**config.mk**
```make
export PLATFORM = sky130hd
export DESIGN_NAME = block_patch_command_decoder_unit
export DESIGN_NICKNAME = d
export VERILOG_FILES = /design/src/hdl/bpcd_pkg.sv /design/src/hdl/block_patch_command_decoder_unit.sv /design/src/hdl/bpcd_div.sv
export SDC_FILE = /design/constraint.sdc
export NUM_CORES = 1
export LEC_CHECK = 0
export ABC_AREA = 1
export ABC_CLOCK_PERIOD_IN_PS = 6750
export BUFFER_PORTS_ARGS = -buffer_cell sky130_fd_sc_hd__clkbuf_2
export CELL_PAD_IN_SITES_DETAIL_PLACEMENT = 1
export CELL_PAD_IN_SITES_GLOBAL_PLACEMENT = 1
export CORE_MARGIN = 1
export CORE_UTILIZATION = 47
export DETAILED_ROUTE_END_ITERATION = 10
export HOLD_SLACK_MARGIN = 0.08
export PLACE_DENSITY = 0.82
export RECOVER_POWER = 25
export SLEW_MARGIN = 20
export SYNTH_ARGS = -nofsm -noshare
export SYNTH_HDL_FRONTEND = slang
export SYNTH_SLANG_ARGS = --single-unit
```
**constraint.sdc**
```tcl
create_clock -name clock -period 6.75 [get_ports clock]
set_clock_uncertainty 0.1 [all_clocks]
set_input_delay 1.35 -clock clock [delete_from_list [all_inputs] [get_ports clock]]
set_output_delay 1.35 -clock clock [all_outputs]
set_load 0.02 [all_outputs]
```
**src/hdl/bpcd_pkg.sv**
```systemverilog
// Shared types and constants for the block patch command decoder.
`timescale 1ns / 1ps

package bpcd_pkg;

   localparam int BYTE_W      = 8;
   localparam int LEN_W       = 16;
   localparam int BLEN_W      = 16;
   localparam int CURSOR_W    = 17;
   localparam int END_W       = 18;
   localparam int MAG_W       = 31;
   localparam int DVD_W       = 32;
   localparam int DIV_CNT_W   = 5;
   localparam int STATUS_W    = 3;
   localparam int KIND_W      = 2;
   localparam int PHASE_W     = 3;
   localparam int ARGS_W      = 40;   // argument bytes held before the last one arrives
   localparam int RSP_DATA_W  = 72;

   localparam logic [BLEN_W-1:0]   BLOCK_LENGTH_RESET = 16'd4096;
   localparam logic [CURSOR_W-1:0] CURSOR_MAX         = 17'h1FFFF;
   localparam logic [LEN_W-1:0]    DEST_MAX           = 16'hFFFF;

   localparam logic [KIND_W-1:0] KIND_COPY  = 2'd0;
   localparam logic [KIND_W-1:0] KIND_DIFF  = 2'd1;
   localparam logic [KIND_W-1:0] KIND_EXTRA = 2'd2;

   localparam logic [STATUS_W-1:0] ST_OK       = 3'd0;
   localparam logic [STATUS_W-1:0] ST_UNKNOWN  = 3'd1;
   localparam logic [STATUS_W-1:0] ST_CROSS    = 3'd2;
   localparam logic [STATUS_W-1:0] ST_PAST_END = 3'd3;
   localparam logic [STATUS_W-1:0] ST_NEGATIVE = 3'd4;

   localparam logic [PHASE_W-1:0] PHASE_TYPE       = 3'd0;
   localparam logic [PHASE_W-1:0] PHASE_EXTRA_LAST = 3'd2;
   localparam logic [PHASE_W-1:0] PHASE_OFFS_LAST  = 3'd6;

   typedef enum logic [1:0] {
      S_IDLE,
      S_DIV_MAG,
      S_DIV_CUR,
      S_FINISH
   } state_type;

   typedef struct packed {
      logic                 done;
      logic [DVD_W-1:0]     quotient;
      logic [BLEN_W-1:0]    remainder;
   } div_res_type;

endpackage

```
**src/hdl/block_patch_command_decoder_unit.sv**
```systemverilog
// Top level: control-stream command decoder for a block-wise delta patch.
`timescale 1ns / 1ps
//
//  channel  | dir | transfer when          | payload
//  ---------+-----+------------------------+--------------------------------------------
//  req      | in  | req_tvalid & req_tready| tdata: ctrl_byte; tuser: block_start
//  rsp      | out | rsp_tvalid & rsp_tready| tuser: op_kind; tdata: run_length,
//           |     |                        |  old_block, src_offset, dest_offset, status
//  csr      | in  | csr_wr_en              | csr_wr_data: block_length
//
//  Argument bytes are gathered until the last one arrives. A command's last byte starts the shared
//  32-step divider: copy/diff with a non-negative offset run it twice (offset, then
//  cursor); extra and negative offsets run it once. Unknown type bytes answer at
//  once: rsp_tvalid rises in the cycle after the type byte's transfer.
//  Reset (synchronous) clears parse state, cursor, error latch, block_length=4096.
//  req_tready is low while dividing, and also while a result waits un-taken.
//
module block_patch_command_decoder_unit
   import bpcd_pkg::*;
(
   input  logic                  clock,
   input  logic                  reset,
   // request: byte stream
   input  logic                  req_tvalid,
   output logic                  req_tready,
   input  logic [7:0]            req_tdata,   // [7:0] ctrl_byte
   input  logic                  req_tuser,   // [0] block_start
   // response: one transfer per command
   output logic                  rsp_tvalid,
   input  logic                  rsp_tready,
   output logic [RSP_DATA_W-1:0] rsp_tdata,   // [15:0] run_length, [31:16] old_block,
                                              // [47:32] src_offset, [63:48] dest_offset,
                                              // [66:64] status, [71:67] zero
   output logic [KIND_W-1:0]     rsp_tuser,   // [1:0] op_kind
   // configuration
   input  logic                  csr_wr_en,
   input  logic [BLEN_W-1:0]     csr_wr_data
);

   state_type             state_ff, state_in;
   logic [PHASE_W-1:0]    phase_ff, phase_in;
   logic [KIND_W-1:0]     kind_ff, kind_in;
   logic [ARGS_W-1:0]     args_ff, args_in;
   logic [CURSOR_W-1:0]   cursor_ff, cursor_in;
   logic [STATUS_W-1:0]   err_ff, err_in;
   logic [BLEN_W-1:0]     blen_ff, blen_in;
   logic [LEN_W-1:0]      len_ff, len_in;
   logic                  neg_ff, neg_in;
   logic [LEN_W-1:0]      oblk_ff, oblk_in;
   logic [BLEN_W-1:0]     ooff_ff, ooff_in;
   logic [BLEN_W-1:0]     curmod_ff, curmod_in;

   logic                  rsp_valid_ff, rsp_valid_in;
   logic [KIND_W-1:0]     rsp_kind_ff, rsp_kind_in;
   logic [LEN_W-1:0]      rsp_len_ff, rsp_len_in;
   logic [LEN_W-1:0]      rsp_oblk_ff, rsp_oblk_in;
   logic [BLEN_W-1:0]     rsp_ooff_ff, rsp_ooff_in;
   logic [LEN_W-1:0]      rsp_dest_ff, rsp_dest_in;
   logic [STATUS_W-1:0]   rsp_st_ff, rsp_st_in;

   logic                  div_start;
   logic [DVD_W-1:0]      div_dividend;
   div_res_type           div_res;

   logic [BLEN_W-1:0]     blen_eff;
   logic                  out_free;
   logic                  take;
   logic [PHASE_W-1:0]    phase_eff;
   logic [CURSOR_W-1:0]   cursor_eff;
   logic [STATUS_W-1:0]   err_eff;
   logic                  last_byte;
   logic [LEN_W-1:0]      len_live;
   logic [MAG_W-1:0]      mag_live;
   logic                  neg_live;
   logic [END_W-1:0]      run_end;
   logic [BLEN_W:0]       mod_sum;
   logic [STATUS_W-1:0]   fresh;
   logic [LEN_W-1:0]      dest_sat;

   bpcd_div u_div (
      .clock    (clock),
      .reset    (reset),
      .start    (div_start),
      .dividend (div_dividend),
      .divisor  (blen_eff),
      .res      (div_res)
   );

   assign blen_eff   = (blen_ff == '0) ? BLEN_W'(1) : blen_ff;
   assign out_free   = !rsp_valid_ff || rsp_tready;
   assign req_tready = (state_ff == S_IDLE) && out_free;
   assign take       = req_tvalid && req_tready;

   // block start clears cursor, latch and phase before the byte is parsed
   assign phase_eff  = req_tuser ? PHASE_TYPE : phase_ff;
   assign cursor_eff = req_tuser ? '0 : cursor_ff;
   assign err_eff    = req_tuser ? ST_OK : err_ff;

   assign last_byte = (phase_eff != PHASE_TYPE) &&
                      (((kind_ff == KIND_EXTRA) && (phase_eff == PHASE_EXTRA_LAST)) ||
                       ((kind_ff != KIND_EXTRA) && (phase_eff == PHASE_OFFS_LAST)));

   // length and offset with the arriving byte merged in
   assign len_live = (kind_ff == KIND_EXTRA) ? {req_tdata, args_ff[7:0]} : args_ff[15:0];
   assign mag_live = {req_tdata[6:0], args_ff[39:16]};
   assign neg_live = req_tdata[7] && (mag_live != '0);

   // cursor-based checks, used in S_FINISH
   assign run_end  = END_W'(cursor_ff) + END_W'(len_ff);
   assign mod_sum  = {1'b0, curmod_ff} + {1'b0, len_ff};
   assign dest_sat = (cursor_ff > CURSOR_W'(DEST_MAX)) ? DEST_MAX : cursor_ff[LEN_W-1:0];

   always_comb begin
      // run crosses when (cursor mod bl) + len exceeds bl
      if ((len_ff != '0) && (mod_sum > {1'b0, blen_eff})) begin
         fresh = ST_CROSS;
      end else if (run_end > END_W'(blen_eff)) begin
         fresh = ST_PAST_END;
      end else if (neg_ff) begin
         fresh = ST_NEGATIVE;
      end else begin
         fresh = ST_OK;
      end
   end

   always_comb begin
      state_in     = state_ff;
      phase_in     = phase_ff;
      kind_in      = kind_ff;
      args_in      = args_ff;
      cursor_in    = cursor_ff;
      err_in       = err_ff;
      blen_in      = csr_wr_en ? csr_wr_data : blen_ff;
      len_in       = len_ff;
      neg_in       = neg_ff;
      oblk_in      = oblk_ff;
      ooff_in      = ooff_ff;
      curmod_in    = curmod_ff;
      rsp_valid_in = rsp_valid_ff && !rsp_tready;
      rsp_kind_in  = rsp_kind_ff;
      rsp_len_in   = rsp_len_ff;
      rsp_oblk_in  = rsp_oblk_ff;
      rsp_ooff_in  = rsp_ooff_ff;
      rsp_dest_in  = rsp_dest_ff;
      rsp_st_in    = rsp_st_ff;
      div_start    = 1'b0;
      div_dividend = {15'd0, cursor_ff};

      case (state_ff)
         S_IDLE: begin
            if (take) begin
               cursor_in = cursor_eff;
               err_in    = err_eff;
               if (phase_eff == PHASE_TYPE) begin
                  if (req_tdata > BYTE_W'(KIND_EXTRA)) begin
                     // unknown type: answer now, cursor holds
                     rsp_valid_in = 1'b1;
                     rsp_kind_in  = KIND_COPY;
                     rsp_len_in   = '0;
                     rsp_oblk_in  = '0;
                     rsp_ooff_in  = '0;
                     rsp_dest_in  = (cursor_eff > CURSOR_W'(DEST_MAX)) ?
                                    DEST_MAX : cursor_eff[LEN_W-1:0];
                     rsp_st_in    = (err_eff == ST_OK) ? ST_UNKNOWN : err_eff;
                     err_in       = rsp_st_in;
                     phase_in     = PHASE_TYPE;
                  end else begin
                     kind_in  = req_tdata[KIND_W-1:0];
                     args_in  = '0;
                     phase_in = PHASE_W'(1);
                  end
               end else if (last_byte) begin
                  phase_in = PHASE_TYPE;
                  len_in   = len_live;
                  neg_in   = (kind_ff != KIND_EXTRA) && neg_live;
                  div_start = 1'b1;
                  if ((kind_ff != KIND_EXTRA) && !neg_live) begin
                     div_dividend = {1'b0, mag_live};
                     state_in     = S_DIV_MAG;
                  end else begin
                     oblk_in  = '0;
                     ooff_in  = '0;
                     state_in = S_DIV_CUR;
                  end
               end else begin
                  case (phase_eff)
                     3'd1:    args_in[7:0]   = req_tdata;
                     3'd2:    args_in[15:8]  = req_tdata;
                     3'd3:    args_in[23:16] = req_tdata;
                     3'd4:    args_in[31:24] = req_tdata;
                     3'd5:    args_in[39:32] = req_tdata;
                     default: args_in        = args_ff;
                  endcase
                  phase_in = phase_ff + 1'b1;
               end
            end
         end
         S_DIV_MAG: begin
            if (div_res.done) begin
               oblk_in   = div_res.quotient[LEN_W-1:0];
               ooff_in   = div_res.remainder;
               div_start = 1'b1;
               state_in  = S_DIV_CUR;
            end
         end
         S_DIV_CUR: begin
            if (div_res.done) begin
               curmod_in = div_res.remainder;
               state_in  = S_FINISH;
            end
         end
         S_FINISH: begin
            if (out_free) begin
               rsp_valid_in = 1'b1;
               rsp_kind_in  = kind_ff;
               rsp_len_in   = len_ff;
               rsp_oblk_in  = oblk_ff;
               rsp_ooff_in  = ooff_ff;
               rsp_dest_in  = dest_sat;
               rsp_st_in    = (err_ff == ST_OK) ? fresh : err_ff;
               err_in       = rsp_st_in;
               cursor_in    = (run_end > END_W'(CURSOR_MAX)) ?
                              CURSOR_MAX : run_end[CURSOR_W-1:0];
               state_in     = S_IDLE;
            end
         end
         default: begin
            state_in = S_IDLE;
         end
      endcase
   end

   always_ff @(posedge clock) begin
      args_ff     <= args_in;
      len_ff      <= len_in;
      oblk_ff     <= oblk_in;
      ooff_ff     <= ooff_in;
      curmod_ff   <= curmod_in;
      rsp_kind_ff <= rsp_kind_in;
      rsp_len_ff  <= rsp_len_in;
      rsp_oblk_ff <= rsp_oblk_in;
      rsp_ooff_ff <= rsp_ooff_in;
      rsp_dest_ff <= rsp_dest_in;
      rsp_st_ff   <= rsp_st_in;
      if (reset) begin
         state_ff     <= S_IDLE;
         phase_ff     <= PHASE_TYPE;
         kind_ff      <= KIND_COPY;
         cursor_ff    <= '0;
         err_ff       <= ST_OK;
         blen_ff      <= BLOCK_LENGTH_RESET;
         neg_ff       <= 1'b0;
         rsp_valid_ff <= 1'b0;
      end else begin
         state_ff     <= state_in;
         phase_ff     <= phase_in;
         kind_ff      <= kind_in;
         cursor_ff    <= cursor_in;
         err_ff       <= err_in;
         blen_ff      <= blen_in;
         neg_ff       <= neg_in;
         rsp_valid_ff <= rsp_valid_in;
      end
   end

   assign rsp_tvalid = rsp_valid_ff;
   assign rsp_tuser  = rsp_kind_ff;
   assign rsp_tdata  = {5'd0, rsp_st_ff, rsp_dest_ff, rsp_ooff_ff, rsp_oblk_ff, rsp_len_ff};

endmodule

```
**src/hdl/bpcd_div.sv**
```systemverilog
// Shared restoring divider, one quotient bit per cycle.
`timescale 1ns / 1ps

module bpcd_div
   import bpcd_pkg::*;
(
   input  logic                clock,
   input  logic                reset,
   input  logic                start,
   input  logic [DVD_W-1:0]    dividend,
   input  logic [BLEN_W-1:0]   divisor,
   output div_res_type         res
);

   logic [DVD_W-1:0]     quo_ff, quo_in;
   logic [BLEN_W-1:0]    rem_ff, rem_in;
   logic [BLEN_W-1:0]    dsr_ff, dsr_in;
   logic [DIV_CNT_W-1:0] cnt_ff, cnt_in;
   logic                 busy_ff, busy_in;
   logic                 done_ff, done_in;
   logic [BLEN_W:0]      trial;
   logic [BLEN_W:0]      diff;

   always_comb begin
      trial   = {rem_ff, quo_ff[DVD_W-1]};
      diff    = trial - {1'b0, dsr_ff};
      quo_in  = quo_ff;
      rem_in  = rem_ff;
      dsr_in  = dsr_ff;
      cnt_in  = cnt_ff;
      busy_in = busy_ff;
      done_in = 1'b0;
      if (start) begin
         quo_in  = dividend;
         rem_in  = '0;
         dsr_in  = divisor;
         cnt_in  = '1;
         busy_in = 1'b1;
      end else if (busy_ff) begin
         // remainder stays below the divisor, so it fits 16 bits
         if (trial >= {1'b0, dsr_ff}) begin
            rem_in = diff[BLEN_W-1:0];
            quo_in = {quo_ff[DVD_W-2:0], 1'b1};
         end else begin
            rem_in = trial[BLEN_W-1:0];
            quo_in = {quo_ff[DVD_W-2:0], 1'b0};
         end
         cnt_in = cnt_ff - 1'b1;
         if (cnt_ff == '0) begin
            busy_in = 1'b0;
            done_in = 1'b1;
         end
      end
   end

   always_ff @(posedge clock) begin
      quo_ff <= quo_in;
      rem_ff <= rem_in;
      dsr_ff <= dsr_in;
      cnt_ff <= cnt_in;
      if (reset) begin
         busy_ff <= 1'b0;
         done_ff <= 1'b0;
      end else begin
         busy_ff <= busy_in;
         done_ff <= done_in;
      end
   end

   assign res.done      = done_ff;
   assign res.quotient  = quo_ff;
   assign res.remainder = rem_ff;

endmodule

```
== Word level (Yosys, flattened, before mapping) ==
Index checks and enable logic that the tools add are counted.
Widths: inputs -> output; s select.
Storage, ports and cells
  register bits: 289
  latch bits: 0
  memory bits (writable): 0
  bits in read-only memories: 0
  bits of input ports: 30
  output and inout bits: 76
  word-level logic and storage cells: 206
  memories: 0
Cells by class
  $add $sub $neg: 5
  multiply operators: 0
  divide/modulo/power cells: 0
  $lt $le $gt $ge: 7
  equality and inequality tests: 22
  shift operators: 0
  multiplexer cells: 94
  bitwise logic cells: 3
  reductions and logical operators: 46
Operator list (number)
  $mux 16: 21
  $pmux 16 s2: 6
  $mux 31: 5
  $mux 40: 3
  $mux 17: 4
  $mux 32: 2
  $mux 3: 16
  $mux 8: 5
  $gt 17x16->1 const B: 2
  $pmux 17 s2: 1
  $reduce_bool 31->1: 1
  $reduce_and 5->1: 6
  $mux 2: 11
  $add 17x16->18: 1
  $gt 18x16->1: 1
  $gt 18x17->1 const B: 1
  $add 16x16->17: 1
  $ge 17x16->1: 1
  $gt 17x16->1: 1
  $logic_not 16->1: 1
  $reduce_bool 16->1: 1
  $reduce_bool 2->1: 8
  $sub 16x16->16: 1
  $mux 1: 14
  27 further kinds: 63

== Depth between registers and ports, before layout ==
Gate-level depths: netlist of the first run.
  depth in word-level cells: 10
  gate-level depth with buffers: 28
  depth with buffers taken out: 28

== Modules after synthesis ==
A second synthesis of the first run with hierarchy kept.
Second synthesis, totals
  cell total of the unflattened synthesis: 1663
  area total of the unflattened synthesis: 15245.9 sq um
Modules (own cells, without submodules)
  block_patch_command_decoder_unit: times used 1, cells an instance 1156, area an instance 11223.3 sq um, sequential area each 6095.8 sq um
  bpcd_div: times used 1, cells an instance 507, area an instance 4022.6 sq um, sequential area each 1901.8 sq um

== Least setup slack after synthesis of the first run ==
No wires, ideal clock.
  kind: input port to flip-flop
  from: input req_tuser
  to: register rsp_dest_ff[0] (enable)
  library setup time: 0.496 ns
  arrival time: 5.070 ns
  data required time: 6.154 ns
  path slack: 1.083 ns
  stages on the path: 7
  buffers on the path: 1
  cell sequence: buf_6 -> nor2_1 -> nor2_2 -> inv_1 -> a31oi_1 -> nor2_1 -> nor2_1
On the way
  longest elaborated chain between the ends: 4
RTL lines
  start: declaration: RTL line block_patch_command_decoder_unit.sv:27  | input logic req_tuser,
  $mux 3: RTL line block_patch_command_decoder_unit.sv:95  | assign phase_eff = req_tuser ? PHASE_TYPE : phase_ff;
  $logic_not 3->1: RTL line block_patch_command_decoder_unit.sv:154  | if (phase_eff == PHASE_TYPE) begin
  $ne 2x1->1 (no line)
  $reduce_and 5->1 (no line)
  end signal: assignment: RTL line block_patch_command_decoder_unit.sv:243  | rsp_dest_ff <= rsp_dest_in;
  end: declaration: RTL line block_patch_command_decoder_unit.sv:58  | logic [LEN_W-1:0] rsp_dest_ff, rsp_dest_in;
Every way passes these cells.
A chain may end at the register's enable or synchronous reset.

== Worst setup path in the final report of the first run ==
  from: register state_ff[0]
  to: register cursor_ff[13]
On the way
  longest elaborated chain between the ends: 5
  elaborated cells between the ends (all ways): 9
  classes of those cells: eq/ne: 3; mux: 1; reduce/logical: 5
RTL lines
  start: declaration: RTL line block_patch_command_decoder_unit.sv:40  | state_type state_ff, state_in;
  start signal: assignment: RTL line block_patch_command_decoder_unit.sv:255  | state_ff <= state_in;
  $logic_not 2->1: RTL line block_patch_command_decoder_unit.sv:91, block_patch_command_decoder_unit.sv:149
  $logic_and 1x1->1: RTL line block_patch_command_decoder_unit.sv:91  | assign req_tready = (state_ff == S_IDLE) && out_free;
  $logic_and 1x1->1: RTL line block_patch_command_decoder_unit.sv:92  | assign take = req_tvalid && req_tready;
  $ne 2x2->1 (no line)
  $reduce_and 3->1 (no line)
  end signal: assignment: RTL line block_patch_command_decoder_unit.sv:258  | cursor_ff <= cursor_in;
  end: declaration: RTL line block_patch_command_decoder_unit.sv:44  | logic [CURSOR_W-1:0] cursor_ff, cursor_in;
Parallel ways exist; a longest one is shown, timed or not.

==> results of run 1 <==
-- worst max-delay path: cells and delay by family, from the launching register on --
family | cells | cell delay (ps)
adders and majority gates | 1 | 210
buffers and inverters | 2 | 2300
DFF | 1 | 400
and+or+nand+nor | 3 | 1250
AOI/OAI and AO/OA | 1 | 60
-- layer usage --
metal | wire length (µm) | vias up
met5 | 0 | -
met4 | 1830 | 0
met3 | 2290 | 103
met2 | 20800 | 383
met1 | 18700 | 5614
li1 | - | 5384
-- cell usage in the layout (no fill, tap or decap), types with 11 or more instances in the layout --
| master | n |
|---|---|
| nand2_1 | 324 |
| inv_1 | 242 |
| edfxtp_1 | 221 |
| a21oi_1 | 108 |
| o21ai_0 | 97 |
| nor2_1 | 95 |
| clkbuf_2 | 93 |
| ha_1 | 86 |
| dfxtp_1 | 68 |
| nand3_1 | 53 |
| clkbuf_16 | 33 |
| xor2_1 | 26 |
| o21ai_1 | 19 |
| o211ai_1 | 15 |
| nor4_1 | 15 |
| xnor2_1 | 15 |
| a22oi_1 | 13 |
| nor3_1 | 11 |
| nand4_1 | 11 |
-- registers in the layout, summed over array words and instances, names as in the netlist, 16 cells and up --
signal        flops
rsp_ooff_ff      16
oblk_ff          16
u_div.quo_ff     32
rsp_dest_ff      16
u_div.rem_ff     16
args_ff          40
rsp_len_ff       16
u_div.dsr_ff     16
rsp_oblk_ff      16
len_ff           16
blen_ff          16
cursor_ff        17
ooff_ff          16
curmod_ff        16
-- power by group through the flow --
| stage | clock, mW | sequential [mW] | combinational [mW] |
|---|---|---|---|
| 6_report | 1.90 | 1.96 | 0.207 |
| 5_1_grt | 1.98 | 1.96 | 0.226 |
| 4_1_cts | 1.92 | 1.96 | 0.206 |
| 3_5_place_dp | 0 | 2.00 | 0.204 |
| 3_3_place_gp | 0 | 1.99 | 0.196 |
| 2_1_floorplan | 0 | 2.03 | 0.0979 |
-- kinds of logic after synthesis --
kind of cell | Yosys count | share of synthesized area, %
flops | 289 | 54.3
other cells | 1 | 0.0254
buf+inv | 314 | 8.63
compound gates | 296 | 11.5
xor+xnor | 41 | 2.44
simple gates | 534 | 15.4
fa+ha+maj | 89 | 7.71
-- worst paths after layout --
path               start            end  cells after the start
max reg2reg  state_ff[0]  cursor_ff[13]                      7
min reg2reg   args_ff[5]      len_ff[5]                      0
min           args_ff[5]      len_ff[5]                      0
max          state_ff[0]  cursor_ff[13]                      7
-- area by class of cell --
cell class              count  area (µm²)
flip-flops and latches    289        8000
inverters                 251         950
clock inverters            15         226
well taps                 396         495
fillers                  3529       14100
clock buffers              41         936
repair buffers            106         529
multi-input cells         965        5500
-- stage by stage --
stage	util [%]	hold WS, ps	std cells	power (mW)
3_5_place_dp	50.4	315	2007	2.20
4_1_cts	54.1	331	2063	4.09
5_1_grt	54.1	335	2063	4.16
6_report	54.1	328	2063	4.07
2_1_floorplan	-	300	1568	2.13
3_3_place_gp	50.4	304	2007	2.19
==> flow_metrics.env, run 1 <==
export IMPL_status="complete, but fails checks"
export IMPL_failed_checks="design-rule violations, max-capacitance violations, max-slew violations"
export IMPL_cp_slowest_cell="clkbuf_1"
export IMPL_num_vias=11500
export IMPL_ctsResizeCount=0
export IMPL_drive_gt1_share_pct=11.1
export IMPL_fin_ws_ps=2260
export IMPL_switching_share_pct=21.7
export IMPL_dp_hpwl_um=32300
export IMPL_drc_errors=14
export IMPL_syn_to_final_growth_pct=12.9
export IMPL_gr_usage_met2_pct=46.8
export IMPL_cp_arrival_ps=4810
export IMPL_first_global_vias=11900
export IMPL_die_height_um=179
export IMPL_io_pins=106
export IMPL_overflow=0
export IMPL_io_buffers=100
export IMPL_p_int_mw=3.19
export IMPL_netlist_area_leader_share_pct=45.0
export IMPL_critPathKind="reg2reg"
export IMPL_slowest_delay_ps=1930
export IMPL_synth_area_top_cells="edfxtp_1, dfxtp_1, nand2_1, ha_1, inv_1"
export IMPL_drtAntennaViolNets=0
export IMPL_met1_usage_pct=36.6
export IMPL_vdd_drop_max_v=0.000255
export IMPL_grt_busiest_layer="met2"
export IMPL_grt_max_degree=65
export IMPL_design_area_um2=16600
export IMPL_synth_distinct_cells=53
export IMPL_postCtsSetupRepairBufs=0
export IMPL_crit_path_start_kind="flip-flop"
export IMPL_cts_buffers=30
export IMPL_drtPass1Iterations=8
export IMPL_synth_area_um2=14700
export IMPL_tightestPinTransition_ps=2740
export IMPL_clkSinkCount=289
export IMPL_ys_ff_latch=289
export IMPL_initialDrtViolationCount=894
export IMPL_cp_end_kind="flip-flop"
export IMPL_rsz0062_at_grt="no"
export IMPL_hold_path_class="reg2reg"
export IMPL_cts_tree="built"
export IMPL_yosys_warnings=0
export IMPL_crit_required_ps=7070
export IMPL_synth_avg_cell_area_um2=9.42
export IMPL_grt_pass1_wl_um=66500
export IMPL_p_sw_mw=0.881
export IMPL_dieArea_um2=32100
export IMPL_avgRoutedWirePerCell_um=21.2
export IMPL_cts_max_level=1
export IMPL_nets=1762
export IMPL_pwr_share_clk_pct=46.8
export IMPL_rrSetupSlack_ps=2260
export IMPL_start_util_pct=47.9
export IMPL_cts_hold_buf=0
export IMPL_slew_viol_final=97
export IMPL_cts_root_buf="clkbuf_16"
export IMPL_yosysTopAreaCell="edfxtp_1"
export IMPL_maxCapViolations=2
export IMPL_vias_per_cell=5.57
export IMPL_slew_headroom_pct=-82.8
export IMPL_gp_congestion=0.952
export IMPL_ys_async_sr_fraction_pct=0
export IMPL_fin_crit_ps=4490
export IMPL_setup_tns_ps=0
export IMPL_clkLatencyLatePin_ps=570
export IMPL_core_area_um2=30700
export IMPL_cts_buffer_depth=3
export IMPL_ys_seq_area_share_pct=54.3
export IMPL_syn_inst=1564
export IMPL_diodes=0
export IMPL_fmax_mhz=223
export IMPL_p_seq_share_pct=48.1
export IMPL_clkTransAtPathRegs_ps=60
export IMPL_place_area_um2=15500
export IMPL_grtUsageMet3_pct=2.65
export IMPL_leakage_nw=7.64
export IMPL_pwr_share_comb_pct=5.1
export IMPL_die_x_um=179
export IMPL_setup_viol=0
export IMPL_track_usage_pct=27.8
export IMPL_p_per_area_nw_per_um2=245
export IMPL_hold_viol=0
export IMPL_rows=64
export IMPL_synthTopCellsByCount="nand2_1, inv_1, edfxtp_1"
export IMPL_synth_most_common_cell="nand2_1"
export IMPL_cpMostUsedCell="nand3_1"
export IMPL_ys_flop_type="edfxtp_1"
export IMPL_synth_edf_count=221
export IMPL_path_max_fanout=59
export IMPL_grt_antenna_before_repair=0
export IMPL_wl_um=43700
export IMPL_path_cells="ha_1, clkbuf_1, nand3_1, inv_1, nand2_1, nand3_1, a21oi_1"
export IMPL_min_period_over_period_pct=66.5
export IMPL_place_ws_ps=2110
No activity file was read; power rests on OpenSTA's default activity.
==> run 2: changes to the inputs <==
- ABC_CLOCK_PERIOD_IN_PS: 6750 -> 4100
- CORE_UTILIZATION: 47 -> 43
- PLACE_DENSITY: 0.82 -> 0.79
- clock period: 6.75 -> 4.1 ns (I/O delays scaled with it)
==> flow_metrics.env, run 2 (synthesis results as in run 1) <==
export IMPL_pwr_share_clk_pct=46.3
export IMPL_track_usage_pct=25.1
export IMPL_grt_max_degree=65
export IMPL_path_buf_inv=2
export IMPL_core_area_um2=33600
export IMPL_p_int_mw=5.15
export IMPL_fin_cells=2138
export IMPL_first_global_vias=11900
export IMPL_cts_root_buf="clkbuf_16"
export IMPL_crit_family="simple AND/OR/NAND/NOR gates"
export IMPL_vdd_drop_max_v=0.000265
export IMPL_io_pins=106
export IMPL_cts_buffer_depth=3
export IMPL_die_height_um=187
export IMPL_slew_viol_final=64
export IMPL_dp_cells=2072
export IMPL_drtPass1Iterations=5
export IMPL_nFillCells=3816
export IMPL_overflow=0
export IMPL_grt_pass1_wl_um=67500
export IMPL_switching_share_pct=22.7
export IMPL_fin_ws_ps=252
export IMPL_p_sw_mw=1.51
export IMPL_rsz0062_at_grt="no"
export IMPL_crit_path_start="len_ff[0]"
export IMPL_diodes=0
export IMPL_dieArea_um2=35000
export IMPL_cp_arrival_ps=4020
export IMPL_biggestRegsByFlops="args_ff (40), u_div.quo_ff (32), cursor_ff (17)"
export IMPL_start_util_pct=43.8
export IMPL_tightestPinTransition_ps=1930
export IMPL_place_area_um2=15700
export IMPL_setup_viol=0
export IMPL_nets=1783
export IMPL_min_delay_start="args_ff[2]"
export IMPL_cts_max_level=2
export IMPL_final_cell_mix="nand2_1, inv_1, edfxtp_1, a21oi_1, clkbuf_2"
export IMPL_avgRoutedWirePerCell_um=20.5
export IMPL_maxCapViolations=2
export IMPL_rows=67
export IMPL_final_core_util_pct=50.1
export IMPL_min_period_over_period_pct=93.9
export IMPL_clkTransAtPathRegs_ps=60
export IMPL_drive_gt1_share_pct=12.3
export IMPL_slew_headroom_pct=-28.5
export IMPL_wl_um=43900
export IMPL_hold_viol=0
export IMPL_grt_antenna_before_repair=0
export IMPL_cts_tree="built"
export IMPL_design_area_um2=16800
export IMPL_num_vias=11500
export IMPL_path_cells="buf_4, ha_1, fa_1, nand3_1, nand2_1, nand2_1, nand2_1, a21oi_2, or2_0, and2_1, inv_1, ha_1, nand2_1, nor2_1, a211oi_2, nand2_1, nand2_1, nand2_1, nand2_1, nand2_1, nand2_1, nand2_1, nand2_1, nand2_1"
export IMPL_p_per_area_nw_per_um2=396
export IMPL_leakage_nw=7.74
export IMPL_largest_reg_flops=40
export IMPL_worst_hold_slack_ps=336
export IMPL_fin_crit_ps=3850
export IMPL_crit_required_ps=4270
export IMPL_multi_input_area_um2=5520
export IMPL_place_ws_ps=90.8
export IMPL_r2r_start="len_ff[0]"
export IMPL_vias_per_cell=5.38
export IMPL_mostFrequentLayoutCell="nand2_1"
export IMPL_cp_slowest_cell="fa_1"
export IMPL_clkLatencyLatePin_ps=520
export IMPL_seq_area_um2=8000
export IMPL_clkSinkCount=289
export IMPL_p_seq_share_pct=48.4
export IMPL_path_max_fanout=4
export IMPL_io_buffers=100
export IMPL_rrSetupSlack_ps=250
export IMPL_status="complete, but fails checks"
export IMPL_cts_buffers=34
export IMPL_regMostFlops="args_ff"
export IMPL_pwr_share_comb_pct=5.3
export IMPL_setup_tns_ps=0
export IMPL_critPathKind="reg2reg"
export IMPL_syn_to_final_growth_pct=14.3
export IMPL_fmax_mhz=260
export IMPL_gp_congestion=0.907
export IMPL_drc_errors=0
export IMPL_dp_hpwl_um=32000
export IMPL_hold_path_class="reg2reg"
export IMPL_drtAntennaViolNets=0
export IMPL_initialDrtViolationCount=755
export IMPL_failed_checks="max-capacitance violations, max-slew violations"
export IMPL_slowest_delay_ps=430
export IMPL_die_x_um=187
export IMPL_cpMostUsedCell="nand2_1"
export IMPL_crit_path_start_kind="flip-flop"
export IMPL_cp_end_kind="flip-flop"
export IMPL_power_total_mw=6.66
run 2: cell types whose count changed in the layout (fill, tap and decap cells not counted), moves of 2 or more:
| cell | before | now |
|---|---|---|
| buf_4 | 4 | 18 |
| clkbuf_2 | 93 | 100 |
| clkinv_2 | 4 | 7 |
| clkbuf_8 | 8 | 0 |
| nor2_1 | 95 | 97 |
| inv_6 | 0 | 2 |
| buf_12 | 0 | 2 |
| nor2_2 | 7 | 5 |
run 2: metal layers:
layer	vias to the layer above	share of wire, %	track usage, %	wire length [µm]
li1	5434	-	-	-
met1	5600	44	33.6	19400
met2	377	47	40.9	20500
met3	85	6.2	4.50	2740
met4	0	3.0	8.89	1340
met5	-	0	0	0
run 2: timing repair:
item | CTS | global route
setup endpoints to repair | 1 | 6
pin swaps | 0 | 1
setup buffers | 0 | 4
hold buffers | 0 | 0
gates resized for setup | 1 | 4
run 2: power by group through the flow:
stage	Clock [mW]	Sequential [mW]	Combinational (mW)
after floorplan	0	3.34	0.162
final	3.08	3.22	0.355
after global placement	0	3.28	0.339
after detailed placement	0	3.29	0.349
after CTS	3.13	3.22	0.355
after global routing	3.25	3.23	0.385
run 2: path summary, 6_finish.rpt:
kind	end	cells past startpoint
hold / removal	len_ff[2]	0
hold reg to reg	len_ff[2]	0
setup reg to reg	rsp_st_ff[0]	24
setup / recovery	rsp_st_ff[0]	24
run 2: final cells by class:
cell class | count | area share (%)
timing repair buffer | 123 | 4.08
clock buffer | 41 | 5.21
sequential | 289 | 47.5
multi-input combinational | 965 | 32.8
tap | 448 | 3.33
inverter | 251 | 5.64
clock inverter | 21 | 1.49
run 2: worst register-to-register path: cells and delay by family (launching register included):
family	cells	cell delay, ps
compound gates	2	390
fa+ha+maj	3	950
buf+inv	2	230
flops	1	400
simple gates	17	1570
==> run 3: changes to the inputs <==
- CORE_ASPECT_RATIO: not set -> 1.1
==> flow_metrics.env, run 3 (synthesis results as in run 1) <==
export IMPL_core_area_um2=33500
export IMPL_io_pins=106
export IMPL_setup_tns_ps=0
export IMPL_cts_tree="built"
export IMPL_dp_hpwl_um=32500
export IMPL_syn_to_final_growth_pct=13.1
export IMPL_first_global_vias=11600
export IMPL_critPathKind="reg2reg"
export IMPL_wl_um=41900
export IMPL_track_usage_pct=24.6
export IMPL_cp_arrival_ps=3990
export IMPL_status="complete, but fails checks"
export IMPL_mostFrequentLayoutCell="nand2_1"
export IMPL_cts_root_buf="clkbuf_16"
export IMPL_final_cell_mix="nand2_1, inv_1, edfxtp_1, a21oi_1, clkbuf_2"
export IMPL_clkLatencyLatePin_ps=560
export IMPL_cts_max_level=1
export IMPL_tightestPinTransition_ps=1840
export IMPL_clkSinkCount=289
export IMPL_setup_viol=0
export IMPL_crit_required_ps=4310
export IMPL_avgRoutedWirePerCell_um=19.8
export IMPL_maxCapViolations=2
export IMPL_min_delay_start="args_ff[3]"
export IMPL_cp_end_kind="flip-flop"
export IMPL_cts_buffers=31
export IMPL_grt_antenna_before_repair=2
export IMPL_cts_buffer_depth=3
export IMPL_grt_max_degree=60
export IMPL_largest_reg_flops=40
export IMPL_io_buffers=100
export IMPL_drtAntennaViolNets=0
export IMPL_path_max_fanout=3
export IMPL_start_util_pct=44.0
export IMPL_vdd_drop_max_v=0.000289
export IMPL_nets=1781
export IMPL_leakage_nw=7.67
export IMPL_die_x_um=179
export IMPL_drtPass1Iterations=4
export IMPL_r2r_start="len_ff[0]"
export IMPL_biggestRegsByFlops="args_ff (40), u_div.quo_ff (32), cursor_ff (17)"
export IMPL_hold_path_class="reg2reg"
export IMPL_rrSetupSlack_ps=330
export IMPL_failed_checks="max-capacitance violations, max-slew violations"
export IMPL_slew_viol_final=65
export IMPL_vias_per_cell=5.32
export IMPL_initialDrtViolationCount=521
export IMPL_die_height_um=196
export IMPL_num_vias=11300
export IMPL_rows=70
export IMPL_fmax_mhz=265
export IMPL_drc_errors=0
export IMPL_crit_path_start_kind="flip-flop"
export IMPL_min_period_over_period_pct=92.0
export IMPL_cts_hold_buf=0
export IMPL_dieArea_um2=35000
export IMPL_drive_gt1_share_pct=12.0
export IMPL_slew_headroom_pct=-23.0
export IMPL_design_area_um2=16700
export IMPL_overflow=0
export IMPL_place_area_um2=15700
export IMPL_regMostFlops="args_ff"
export IMPL_p_per_area_nw_per_um2=377
export IMPL_grt_pass1_wl_um=65100
export IMPL_fin_crit_ps=3770
export IMPL_hold_viol=0
export IMPL_crit_path_start="len_ff[0]"
export IMPL_gp_congestion=0.950
export IMPL_clkTransAtPathRegs_ps=60
run 3: metrics by stage:
stage	power, mW	instances	util (%)	hold WS [ps]	setup slack [ps]
final	6.28	2119	49.8	321	327
after global routing	6.48	2118	49.8	337	-17.3
after CTS	6.34	2115	49.8	322	178
after detailed placement	3.64	2058	46.8	307	180
after global placement	3.62	2058	46.8	306	333
after floorplan	3.50	1568	-	300	119
run 3: worst paths after layout:
| check | cells after the start | end |
|---|---|---|
| hold / removal | 0 | len_ff[3] |
| setup / recovery | 24 | rsp_st_ff[1] |
| setup reg to reg | 24 | rsp_st_ff[1] |
| hold reg to reg | 0 | len_ff[3] |
run 3: per-layer routing:
layer	vias to the layer above	track usage, %	share of wire [%]
li1	5429	-	-
met1	5456	32.0	42
met2	317	41.8	49
met3	75	3.66	6.4
met4	2	7.63	2.9
met5	-	0	0.024
run 3: where the power goes:
| group | internal [mW] | switching, mW |
|---|---|---|
| combinational | 0.101 | 0.249 |
| sequential | 3.19 | 0.0311 |
| clock | 1.58 | 1.13 |
run 3: layout make-up:
class                   count  area (µm²)
diodes                      1        2.50
flip-flops and latches    289        8000
clock inverters             8        70.1
fillers                  3887       16800
well taps                 432         541
clock buffers              49         913
inverters                 251         950
multi-input cells         965        5510
repair buffers            124         684
run 3: repair_timing:
item                       CTS  global route
setup buffers                0             3
resized for setup            0             5
setup endpoints to repair    0             6
run 3: worst max-delay path, cell delays in order, from the launching register on:
cell and delay (ps):
edfxtp_1 390, ha_1 190, inv_1 60, fa_1 410, o21ai_2 180, nand2_1 80
o211ai_1 170, nand3_1 130, nand2_1 120, a21oi_1 100, o21bai_1 160, xor2_1 180
ha_1 260, nand2_1 110, inv_1 50, nand2_1 60, nand2_1 50, a21oi_1 120
nand2_1 60, nand2_1 50, nand2_1 100, nand2_1 100, inv_1 50, o21bai_1 170
nand2_1 70
